### src/rtl/core/acfb_pkg.sv
// Shared types and constants for the AT command frame builder.
`default_nettype none
package acfb_pkg;

    localparam int MAX_PARAMS = 4;

    localparam logic [7:0] TYPE_LOCAL      = 8'h08;
    localparam logic [7:0] TYPE_REMOTE     = 8'h17;
    localparam logic [7:0] ADDR_HIGH       = 8'hFF;
    localparam logic [7:0] ADDR_LOW        = 8'hFE;
    localparam logic [7:0] REMOTE_OPTION   = 8'h02;
    localparam logic [7:0] LOCAL_BASE_LEN  = 8'd4;
    localparam logic [7:0] REMOTE_BASE_LEN = 8'd15;
    localparam logic [7:0] START_DELIM_RST = 8'h7E;

    // One classified request, ready for serialization.
    typedef struct packed {
        logic        kind;
        logic [7:0]  seq_id;
        logic [7:0]  len;
        logic [31:0] dest_high;
        logic [31:0] dest_low;
        logic [7:0]  cmd_first;
        logic [7:0]  cmd_second;
        logic [2:0]  param_count;
        logic [7:0]  param0;
        logic [7:0]  param1;
        logic [7:0]  param2;
        logic [7:0]  param3;
    } t_req;

    // Handshake between the request queue and the serializer.
    typedef struct packed {
        logic valid;
        t_req req;
    } t_req_chan;

endpackage
`default_nettype wire

### src/rtl/core/at_command_frame_builder.sv
// Top level of the AT command frame builder.
//
// Input channel (push/full): one AT command request per transfer, local or
// remote, with command characters and up to four parameter bytes. A
// transfer happens on a rising edge with push high and full low.
// Output channel (empty/pop): one frame byte per transfer; o_last marks the
// checksum byte that closes a frame. The head byte is valid while empty is
// low and leaves on an edge with pop high.
// Configuration: i_cfg_we/i_cfg_data load the start delimiter; write only
// while no frame is in flight.
// Throughput: one byte per cycle while the receiver pops; a frame is 8 + params
// bytes (local) or 19 + params (remote), at most 23. The byte sequencer starts
// the next frame right after the checksum. A request passes the queue and the
// serializer's request register; its first byte then fills the output register.
// A two-entry request queue lets requests be taken while a frame is still
// being sent; full rises when it holds two waiting requests.
// When the receiver stalls, the output register holds its byte and the
// serializer stops; the queue then fills and full goes high.
// Reset: clears the frame ID counter, queue and serializer and restores
// the start delimiter to 0x7E.
`default_nettype none
module at_command_frame_builder import acfb_pkg::*; (
    input  wire         i_clk,
    input  wire         i_rst_n,
    input  wire         i_cfg_we,
    input  wire  [7:0]  i_cfg_data,
    input  wire         push,
    output logic        full,
    input  wire         i_kind,
    input  wire         i_wants_ack,
    input  wire  [31:0] i_dest_high,
    input  wire  [31:0] i_dest_low,
    input  wire  [7:0]  i_cmd_first,
    input  wire  [7:0]  i_cmd_second,
    input  wire  [2:0]  i_param_count,
    input  wire  [7:0]  i_param0,
    input  wire  [7:0]  i_param1,
    input  wire  [7:0]  i_param2,
    input  wire  [7:0]  i_param3,
    output logic        empty,
    input  wire         pop,
    output logic [7:0]  o_frame_byte,
    output logic        o_last
);

    logic [7:0] r_start_delimiter;
    logic       w_accept;
    logic       w_q_full;
    logic       w_q_pop;
    t_req       w_req;
    t_req_chan  w_head;

    // Hold the start delimiter; reload on each configuration write.
    always_ff @(posedge i_clk) begin
        if (!i_rst_n) begin
            r_start_delimiter <= START_DELIM_RST;
        end else if (i_cfg_we) begin
            r_start_delimiter <= i_cfg_data;
        end
    end

    assign full     = w_q_full;
    assign w_accept = push && !w_q_full;

    // Classify the request and assign its frame ID.
    acfb_front u_front (
        .i_clk         (i_clk),
        .i_rst_n       (i_rst_n),
        .i_accept      (w_accept),
        .i_kind        (i_kind),
        .i_wants_ack   (i_wants_ack),
        .i_dest_high   (i_dest_high),
        .i_dest_low    (i_dest_low),
        .i_cmd_first   (i_cmd_first),
        .i_cmd_second  (i_cmd_second),
        .i_param_count (i_param_count),
        .i_param0      (i_param0),
        .i_param1      (i_param1),
        .i_param2      (i_param2),
        .i_param3      (i_param3),
        .o_req         (w_req)
    );

    // Buffer classified requests so front and back stall independently.
    acfb_queue u_queue (
        .i_clk   (i_clk),
        .i_rst_n (i_rst_n),
        .i_push  (w_accept),
        .i_req   (w_req),
        .o_full  (w_q_full),
        .i_pop   (w_q_pop),
        .o_head  (w_head)
    );

    // Serialize one frame byte per cycle while the receiver pops, and append the checksum.
    acfb_back u_back (
        .i_clk             (i_clk),
        .i_rst_n           (i_rst_n),
        .i_start_delimiter (r_start_delimiter),
        .i_head            (w_head),
        .o_take            (w_q_pop),
        .o_empty           (empty),
        .i_pop             (pop),
        .o_frame_byte      (o_frame_byte),
        .o_last            (o_last)
    );

    // The serializer only takes a request that the queue holds.
    a_take_needs_entry: assert property (@(posedge i_clk) disable iff (!i_rst_n)
        w_q_pop |-> w_head.valid)
        else $error("serializer took a request from an empty queue");

    // A local request always carries a nonzero frame ID.
    a_local_id_nonzero: assert property (@(posedge i_clk) disable iff (!i_rst_n)
        (w_accept && !i_kind) |-> (w_req.seq_id != 8'd0))
        else $error("local request got frame ID zero");

    // A remote request that asks for no acknowledgement gets frame ID zero and leaves the ID counter alone.
    a_no_ack_keeps_id: assert property (@(posedge i_clk) disable iff (!i_rst_n)
        (w_accept && i_kind && !i_wants_ack) |-> (w_req.seq_id == 8'd0))
        else $error("remote request without acknowledgement got a frame ID");

endmodule
`default_nettype wire

### src/rtl/core/acfb_front.sv
// Request classifier: frame ID assignment, count saturation, length.
`default_nettype none
module acfb_front import acfb_pkg::*; (
    input  wire         i_clk,
    input  wire         i_rst_n,
    input  wire         i_accept,
    input  wire         i_kind,
    input  wire         i_wants_ack,
    input  wire  [31:0] i_dest_high,
    input  wire  [31:0] i_dest_low,
    input  wire  [7:0]  i_cmd_first,
    input  wire  [7:0]  i_cmd_second,
    input  wire  [2:0]  i_param_count,
    input  wire  [7:0]  i_param0,
    input  wire  [7:0]  i_param1,
    input  wire  [7:0]  i_param2,
    input  wire  [7:0]  i_param3,
    output t_req        o_req
);

    logic [7:0] r_seq_id;
    logic [7:0] n_seq_id;
    logic       w_take_id;
    logic [7:0] w_inc;
    logic [2:0] w_count;

    assign w_take_id = !i_kind || i_wants_ack;
    assign w_inc     = r_seq_id + 8'd1;
    // Skip zero on wrap.
    assign n_seq_id  = (w_inc == 8'd0) ? 8'd1 : w_inc;
    assign w_count   = (i_param_count > 3'(MAX_PARAMS)) ? 3'(MAX_PARAMS) : i_param_count;

    always_comb begin
        o_req.kind        = i_kind;
        o_req.seq_id      = w_take_id ? n_seq_id : 8'd0;
        o_req.len         = (i_kind ? REMOTE_BASE_LEN : LOCAL_BASE_LEN) + {5'd0, w_count};
        o_req.dest_high   = i_dest_high;
        o_req.dest_low    = i_dest_low;
        o_req.cmd_first   = i_cmd_first;
        o_req.cmd_second  = i_cmd_second;
        o_req.param_count = w_count;
        o_req.param0      = i_param0;
        o_req.param1      = i_param1;
        o_req.param2      = i_param2;
        o_req.param3      = i_param3;
    end

    always_ff @(posedge i_clk) begin
        if (!i_rst_n) begin
            r_seq_id <= 8'd0;
        end else if (i_accept && w_take_id) begin
            r_seq_id <= n_seq_id;
        end
    end

endmodule
`default_nettype wire

### src/rtl/core/acfb_queue.sv
// Two-entry request queue between classifier and serializer.
`default_nettype none
module acfb_queue import acfb_pkg::*; (
    input  wire        i_clk,
    input  wire        i_rst_n,
    input  wire        i_push,
    input  wire t_req  i_req,
    output logic       o_full,
    input  wire        i_pop,
    output t_req_chan  o_head
);

    t_req       r_mem [2];
    logic       r_wr;
    logic       r_rd;
    logic [1:0] r_cnt;

    assign o_full       = (r_cnt == 2'd2);
    assign o_head.valid = (r_cnt != 2'd0);
    assign o_head.req   = r_mem[r_rd];

    always_ff @(posedge i_clk) begin
        if (i_push) begin
            r_mem[r_wr] <= i_req;
        end
    end

    always_ff @(posedge i_clk) begin
        if (!i_rst_n) begin
            r_wr  <= 1'b0;
            r_rd  <= 1'b0;
            r_cnt <= 2'd0;
        end else begin
            if (i_push) begin
                r_wr <= !r_wr;
            end
            if (i_pop) begin
                r_rd <= !r_rd;
            end
            if (i_push && !i_pop) begin
                r_cnt <= r_cnt + 2'd1;
            end else if (i_pop && !i_push) begin
                r_cnt <= r_cnt - 2'd1;
            end
        end
    end

endmodule
`default_nettype wire

### src/rtl/core/acfb_back.sv
// Frame serializer: byte sequencer, checksum and output register.
`default_nettype none
module acfb_back import acfb_pkg::*; (
    input  wire        i_clk,
    input  wire        i_rst_n,
    input  wire  [7:0] i_start_delimiter,
    input  wire t_req_chan i_head,
    output logic       o_take,
    output logic       o_empty,
    input  wire        i_pop,
    output logic [7:0] o_frame_byte,
    output logic       o_last
);

    localparam logic [4:0] POS_DELIM  = 5'd0;
    localparam logic [4:0] POS_LEN_HI = 5'd1;
    localparam logic [4:0] POS_LEN_LO = 5'd2;
    localparam logic [4:0] POS_TYPE   = 5'd3;
    localparam logic [4:0] POS_ID     = 5'd4;
    localparam logic [4:0] POS_DH0    = 5'd5;
    localparam logic [4:0] POS_DH1    = 5'd6;
    localparam logic [4:0] POS_DH2    = 5'd7;
    localparam logic [4:0] POS_DH3    = 5'd8;
    localparam logic [4:0] POS_DL0    = 5'd9;
    localparam logic [4:0] POS_DL1    = 5'd10;
    localparam logic [4:0] POS_DL2    = 5'd11;
    localparam logic [4:0] POS_DL3    = 5'd12;
    localparam logic [4:0] POS_ADDR_H = 5'd13;
    localparam logic [4:0] POS_ADDR_L = 5'd14;
    localparam logic [4:0] POS_OPT    = 5'd15;
    localparam logic [4:0] POS_CMD0   = 5'd16;
    localparam logic [4:0] POS_CMD1   = 5'd17;
    localparam logic [4:0] POS_PAR0   = 5'd18;
    localparam logic [4:0] POS_PAR1   = 5'd19;
    localparam logic [4:0] POS_PAR2   = 5'd20;
    localparam logic [4:0] POS_PAR3   = 5'd21;

    t_req       r_req;
    logic       r_busy;
    logic [4:0] r_pos;
    logic [4:0] n_pos;
    logic [7:0] r_sum;
    logic       r_out_valid;
    logic [7:0] r_out_byte;
    logic       r_out_last;
    logic [7:0] w_data;
    logic       w_is_last;
    logic       w_adv;

    assign w_is_last = (r_pos == (POS_PAR0 + {2'd0, r_req.param_count}));
    assign w_adv     = r_busy && (!r_out_valid || i_pop);
    assign o_take    = i_head.valid && (!r_busy || (w_adv && w_is_last));
    // Local frames jump over the remote addressing bytes.
    assign n_pos     = (r_pos == POS_ID && !r_req.kind) ? POS_CMD0 : r_pos + 5'd1;

    always_comb begin
        case (r_pos)
            POS_DELIM:  w_data = i_start_delimiter;
            POS_LEN_HI: w_data = 8'd0;
            POS_LEN_LO: w_data = r_req.len;
            POS_TYPE:   w_data = r_req.kind ? TYPE_REMOTE : TYPE_LOCAL;
            POS_ID:     w_data = r_req.seq_id;
            POS_DH0:    w_data = r_req.dest_high[31:24];
            POS_DH1:    w_data = r_req.dest_high[23:16];
            POS_DH2:    w_data = r_req.dest_high[15:8];
            POS_DH3:    w_data = r_req.dest_high[7:0];
            POS_DL0:    w_data = r_req.dest_low[31:24];
            POS_DL1:    w_data = r_req.dest_low[23:16];
            POS_DL2:    w_data = r_req.dest_low[15:8];
            POS_DL3:    w_data = r_req.dest_low[7:0];
            POS_ADDR_H: w_data = ADDR_HIGH;
            POS_ADDR_L: w_data = ADDR_LOW;
            POS_OPT:    w_data = REMOTE_OPTION;
            POS_CMD0:   w_data = r_req.cmd_first;
            POS_CMD1:   w_data = r_req.cmd_second;
            POS_PAR0:   w_data = r_req.param0;
            POS_PAR1:   w_data = r_req.param1;
            POS_PAR2:   w_data = r_req.param2;
            POS_PAR3:   w_data = r_req.param3;
            default:    w_data = 8'd0;
        endcase
    end

    always_ff @(posedge i_clk) begin
        if (o_take) begin
            r_req <= i_head.req;
        end
        if (o_take) begin
            r_sum <= 8'd0;
        end else if (w_adv && r_pos >= POS_TYPE) begin
            r_sum <= r_sum + w_data;
        end
        if (o_take) begin
            r_pos <= POS_DELIM;
        end else if (w_adv) begin
            r_pos <= n_pos;
        end
        if (w_adv) begin
            r_out_byte <= w_is_last ? ~r_sum : w_data;
            r_out_last <= w_is_last;
        end
    end

    always_ff @(posedge i_clk) begin
        if (!i_rst_n) begin
            r_busy      <= 1'b0;
            r_out_valid <= 1'b0;
        end else begin
            if (o_take) begin
                r_busy <= 1'b1;
            end else if (w_adv && w_is_last) begin
                r_busy <= 1'b0;
            end
            if (w_adv) begin
                r_out_valid <= 1'b1;
            end else if (i_pop) begin
                r_out_valid <= 1'b0;
            end
        end
    end

    assign o_empty      = !r_out_valid;
    assign o_frame_byte = r_out_byte;
    assign o_last       = r_out_last;

endmodule
`default_nettype wire
### config.mk
export PLATFORM = sky130hd
export DESIGN_NAME = at_command_frame_builder
export DESIGN_NICKNAME = d
export VERILOG_FILES = /design/src/rtl/core/acfb_pkg.sv /design/src/rtl/core/at_command_frame_builder.sv /design/src/rtl/core/acfb_front.sv /design/src/rtl/core/acfb_queue.sv /design/src/rtl/core/acfb_back.sv
export SDC_FILE = /design/constraint.sdc
export NUM_CORES = 1
export LEC_CHECK = 0
export BUFFER_PORTS_ARGS = -buffer_cell sky130_fd_sc_hd__buf_4
export CAP_MARGIN = 10
export CELL_PAD_IN_SITES_DETAIL_PLACEMENT = 2
export CELL_PAD_IN_SITES_GLOBAL_PLACEMENT = 2
export CORE_MARGIN = 5
export CORE_UTILIZATION = 35
export DETAILED_ROUTE_END_ITERATION = 10
export PLACE_DENSITY_LB_ADDON = 0.3
export SLEW_MARGIN = 10
export SYNTH_ARGS = -nofsm -noshare
export SYNTH_HDL_FRONTEND = slang
export SYNTH_HIERARCHICAL = 1
export SYNTH_SLANG_ARGS = --single-unit
### constraint.sdc
create_clock -name i_clk -period 14.2 [get_ports i_clk]
set_input_delay 2.13 -clock i_clk [delete_from_list [all_inputs] [get_ports i_clk]]
set_output_delay 2.13 -clock i_clk [all_outputs]
set_load 0.02 [all_outputs]
# After elaboration in Yosys (flattened, before gate mapping)
# Memory sizes are Yosys's and may differ from the RTL's. A register that Yosys moved wholly into a read port is not among the register bits.
# Index checks and enable logic that the tools add are counted.
[word_totals]
ff_bits = 44
mem_bits_rw = 264
wordCells = 87
n_memories = 1
[classes]
addsub = 7
magnitude_cmp = 2
n_eq_ne = 22
mux = 16
n_bitwise = 1
n_reduce_logical = 27
[mem_list]
columns = ["memory", "words", "word_bits", "read_ports", "rd_clocked_by_memory_dff", "write_ports", "line_no", "source"]
rows = [
  ["u_queue.r_mem", 2, 132, 1, 1, 1, "acfb_queue.sv:13", "t_req r_mem [2];"],
]
[op_table]
columns = ["op", "n"]
rows = [
  ["one-hot mux 8 bit (21 select lines)", 1],
  ["equality test 5 x 4 -> 1 bit (second input constant)", 8],
  ["equality test 5 bit (second input constant)", 6],
  ["two-way mux 8 bit", 3],
  ["equality test 5 x 3 -> 1 bit (second input constant)", 4],
  ["equality test 5 x 2 -> 1 bit (second input constant)", 2],
  ["two-way mux 5 bit", 2],
  ["logical AND 1 bit", 9],
  ["zero test 1 bit", 9],
  ["adder 8 x 1 -> 8 bit (second input constant)", 1],
  ["adder 8 x 3 -> 8 bit", 1],
  ["adder 8 bit", 1],
  ["zero test 8 bit", 1],
  ["NOT 8 bit", 1],
  ["nonzero test 2 bit", 4],
  ["two-way mux 1 bit", 6],
  ["adder 5 x 1 -> 5 bit (second input constant)", 1],
  ["adder 5 x 3 -> 5 bit (first input constant)", 1],
  ["equality test 5 bit", 1],
  [">= comparator 5 x 2 -> 1 bit (second input constant)", 1],
  ["zero test 5 bit", 1],
  ["two-way mux 2 bit", 2],
  ["two-way mux 4 bit", 1],
  ["greater-than comparator 3 bit (second input constant)", 1],
  ["5 further kinds", 7],
]

# Depth between registers and ports, before layout
[logic_depth]
word_depth = 9
ltp_mapped = 17
depth_no_buf = 15

# Modules after synthesis
# Netlist, hierarchy kept.
[by_module_without_submodules]
columns = ["mod", "instances", "cells_each", "area_each_um2"]
rows = [
  ["acfb_queue", 1, 433, 10074.7],
  ["acfb_back", 1, 486, 6681.4],
  ["acfb_front", 1, 220, 1679.1],
  ["at_command_frame_builder", 1, 26, 292.8],
]

# Worst setup path before layout
# No wires, ideal clock.
[synth_path]
kind = "in2reg"
startpoint = "input push"
endpoint = "memory u_queue/r_mem[0][0] (netlist name) (enable)"
setup_time_ns = 0.641
arrival_time_ns = 8.484
required_time_ns = 13.559
setup_slack_ns = 5.075
path_stages = 2
cell_sequence = "nor2b_1 > nor2b_1"
[synth_between]
elab_chain_cells = 3
[synth_rtl]
columns = ["item", "line_no", "source"]
rows = [
  ["start, declared", "at_command_frame_builder.sv:27", "input wire push,"],
  ["logical AND 1 bit", "at_command_frame_builder.sv:63", "assign w_accept = push && !w_q_full;"],
  ["two-way mux 1 bit", "acfb_queue.sv:23", "if (i_push) begin"],
  ["two-way mux 1 bit (implied by the code)", "acfb_queue.sv:24", "r_mem[r_wr] <= i_req;"],
  ["end, declared", "acfb_queue.sv:13", ""],
]
# Every way passes these cells.

# Worst setup path in the final report
[layout_path]
startpoint = "input push"
endpoint = "memory u_queue/r_mem[0][105] (netlist name) (enable)"
[layout_between]
elab_chain_cells = 3
[layout_rtl]
columns = ["item", "line_no", "source"]
rows = [
  ["logical AND 1 bit", "at_command_frame_builder.sv:63", ""],
  ["via w_accept", "at_command_frame_builder.sv:47", "logic w_accept;"],
  ["two-way mux 1 bit", "acfb_queue.sv:23", ""],
  ["two-way mux 1 bit (implied by the code)", "acfb_queue.sv:24", ""],
]
# The timed path passes the listed nets, and every way through them passes these cells.

==> out/results.tsv <==
metric	value	unit
finClkSkew	20.7	ps
final-instance-count-excl-fill	1931	
syn_avg_cell_area	16.1	um^2
crit_path_start_kind	input pin	
end_kind	register	
synthSimpleGateAreaFrac	0.0536	
coreArea	0.0528	mm^2
die_w	241	um
r2r_start	u_back/r_pos[3]$_SDFFE_PP0P_	
nNetsFinal	1357	
hold-path-endpoint	u_back/r_sum[2]$_SDFFE_PP0P_	
p_leak	7.51	nW
io_pins	141	
vdd_drop_max	0.0784	mV
cpMaxStageDelayCell	nor2b_4	
clk_pin_slew_worst_paths	60	ps
grt_pass1_vias	10607	
criticalPathCategory	in -> reg	
final_max_slew_viol_count	0	
yosys_warnings	6	
hpwlAfterDp	32400	um
pre_cts_ws	9070	ps
initial_core_util	0.355	
drt_wl_total	46900	um
die_area	0.0582	mm^2
finalHoldViolCount	0	
r2r_cells	15	
num_rows	84	
drtAntennaViolNets	0	
muxShareOfSynthArea	0.116	
placed_cell_area	0.0196	mm^2
cap_violations	0	
hp-class	reg -> reg	
wire_per_inst	24.3	um
fill_cells	5202	
drcViolationCount	0	
period_share	0.318	
vias	9577	
power_density	203	mW/mm^2
worst_slew_pin_slew	1080	ps
reg2reg_to	u_back/r_sum[6]$_SDFFE_PP0P_	
final_layout_size_suffix_gt1_frac	0.300	
critPathArrivalTime	4720	ps
synthFlopType	edfxtp_1	
grt_first_pass_wirelength	69300	um
timing.final.ws_setup	9680	ps
ys_ff_latch	441	
setup-tns-final	0	ps
cp.required	14400	ps
cts_tree	yes	
cts_sinks	441	
clk_latency	580	ps
portBuffers	140	
grt_overflow_total	0	
crit_chain	buf_4 > nor2b_1 > nor2b_4 > buf_4	
antenna_found_initial	2	
grt_max_degree	81	
hold_start	u_back/r_sum[2]$_SDFFE_PP0P_	
netlist_area	0.0187	mm^2
cts-resized-gates	0	
fin_area	0.0212	mm^2
reg2reg_slack	9990	ps
dieHeight	241	um
crit_top_cell	buf_4	
seq_area_frac_synth	0.688	
cpPeakStageDelay	880	ps
synth_compound_area_frac	0.0497	
cts.hold.buffers_added	0	
whs_path_depth	2	
drt-pass1-iter-count	4	
ctsHtreeMaxLevel	2	
synthesis.instances	1165	
status	completed	
postCtsSetupRepairBufs	0	
cts_buffers	48	
viasPerCell	4.96	
max-slew-margin-rel	0.282	
synth_edf_count	405	
placed_cells	1845	
synth_top_family_by_area	multiplexers	
root_buffer	clkbuf_16	
synthXorXnorAreaFrac	0.0108	
track_usage	0.160	
antenna_cells	0	
synth-async-reset-ratio	0	
rsz0062_at_grt	no	
cp_max_fo	64	
syn2layout_area_growth	13.0	%
max_freq	0.221	GHz
gp_congestion	0.782	
synth_adder_area_share	0.0142	
finalSetupViolations	0	
drtIter0Drc	634	
fin_crit	4520	ps
cts_buffer_depth	3	
synthDistinctLibCells	73	
utilization	0.401	
[critical path: cells and delay by family]
family                 cells  cell delay, ps
buffers and inverters      2             900
and+or+nand+nor            2            1570
[cells in the final DEF, fill, tap and decap left out, types with 12 or more instances in the layout]
| cell type | n |
|---|---|
| mux2i_1 | 32 |
| nand3_1 | 26 |
| clkbuf_16 | 50 |
| a21oi_1 | 23 |
| mux2_4 | 80 |
| xnor2_1 | 13 |
| clkbuf_1 | 12 |
| inv_1 | 19 |
| nand2_1 | 45 |
| buf_4 | 157 |
| edfxtp_1 | 405 |
| mux2_2 | 57 |
| nor2_1 | 39 |
| dfxtp_1 | 35 |
| a22oi_1 | 12 |
| nor2b_1 | 14 |
| ha_1 | 18 |
| o21ai_0 | 17 |
| nor3_1 | 12 |
[report_power, final]
group | total (mW) | internal (mW) | switching, mW
registers | 1.98 | 1.84 | 0.145
logic | 1.06 | 0.438 | 0.627
clock network | 1.26 | 0.761 | 0.497
[state kept, by name, indices dropped and copies added, names as in the netlist, named ones only]
register / count
u_queue/r_rd: 1
u_back/r_pos: 5
u_back/r_req: 132
u_queue/r_wr: 1
u_front/r_seq_id: 8
u_back/r_out_valid: 1
u_back/r_busy: 1
u_queue/r_mem: 264
r_start_delimiter: 8
u_back/o_frame_byte: 8
u_queue/r_cnt: 2
u_back/r_sum: 8
u_back/o_last: 1
[cell usage after synthesis, types with 5 or more instances]
library cell	number	area, um^2
nor3_1	12	60.1
xnor2_1	13	114
a21oi_1	23	115
o22ai_1	7	43.8
buf_6	12	135
buf_2	13	65.1
nand4_1	5	31.3
and3_1	5	31.3
xor2_1	10	87.6
a22oi_1	12	90.1
mux2_4	80	1200
buf_4	120	901
mux2i_1	32	320
o21ai_0	17	85.1
a21boi_0	5	37.5
mux2_2	57	642
a22o_1	10	87.6
ha_1	18	225
nand3_1	26	130
dfxtp_1	36	721
clkbuf_1	17	63.8
a31oi_1	9	56.3
nand2_1	45	169
inv_1	19	71.3
edfxtp_1	405	12200
nor2_1	39	146
or3_1	6	37.5
nand2b_1	6	37.5
nor2b_1	15	93.8
o21a_1	8	60.1
and2_1	11	68.8
[layer usage]
metal / global-route usage / share of wire / vias to the layer above
met3: 0.0233 / 0.041 / 72
met1: 0.208 / 0.42 / 4914
li1: - / - / 4361
met2: 0.277 / 0.51 / 230
met4: 0.0556 / 0.030 / 0
met5: 0 / 0 / -
[cell families (layout without fill, tap and decap cells)]
group	Yosys count	count (layout)
xor+xnor	23	23
other cells	1	3
mux	169	169
flops	441	441
simple gates	193	193
fa+ha+maj	20	20
compound gates	132	132
buf+inv	186	262
[worst max-delay path by stage]
| stage | slack [ps] | to | cells after the start | from |
|---|---|---|---|---|
| after floorplan | 5080 | u_queue/r_mem[0][0]$_DFFE_PP_ | 2 | push |
| after global placement | 9200 | u_queue/r_mem[0][86]$_DFFE_PP_ | 4 | push |
| after detailed placement | 9070 | u_queue/r_mem[0][87]$_DFFE_PP_ | 4 | push |
| after CTS | 9670 | u_queue/r_mem[0][89]$_DFFE_PP_ | 4 | push |
| after global routing | 9510 | u_queue/r_mem[0][105]$_DFFE_PP_ | 4 | push |
| final | 9680 | u_queue/r_mem[0][105]$_DFFE_PP_ | 4 | push |
[final cells by class]
cell class	instances	area, um^2	area share
flip-flops and latches	441	12900	0.609
well taps	688	861	0.0407
clock inverters	22	262	0.0124
repair buffers	157	1180	0.0557
clock buffers	64	1320	0.0625
multi-input cells	540	4590	0.217
inverters	19	71.3	0.00337
[stage by stage]
stage | hold WS (ps) | power (mW)
final | 497 | 4.30
after global routing | 535 | 4.51
after CTS | 501 | 4.37
after detailed placement | 480 | 3.09
after global placement | 455 | 3.04
after floorplan | 436 | 2.72
No activity file was read; power rests on OpenSTA's default activity.
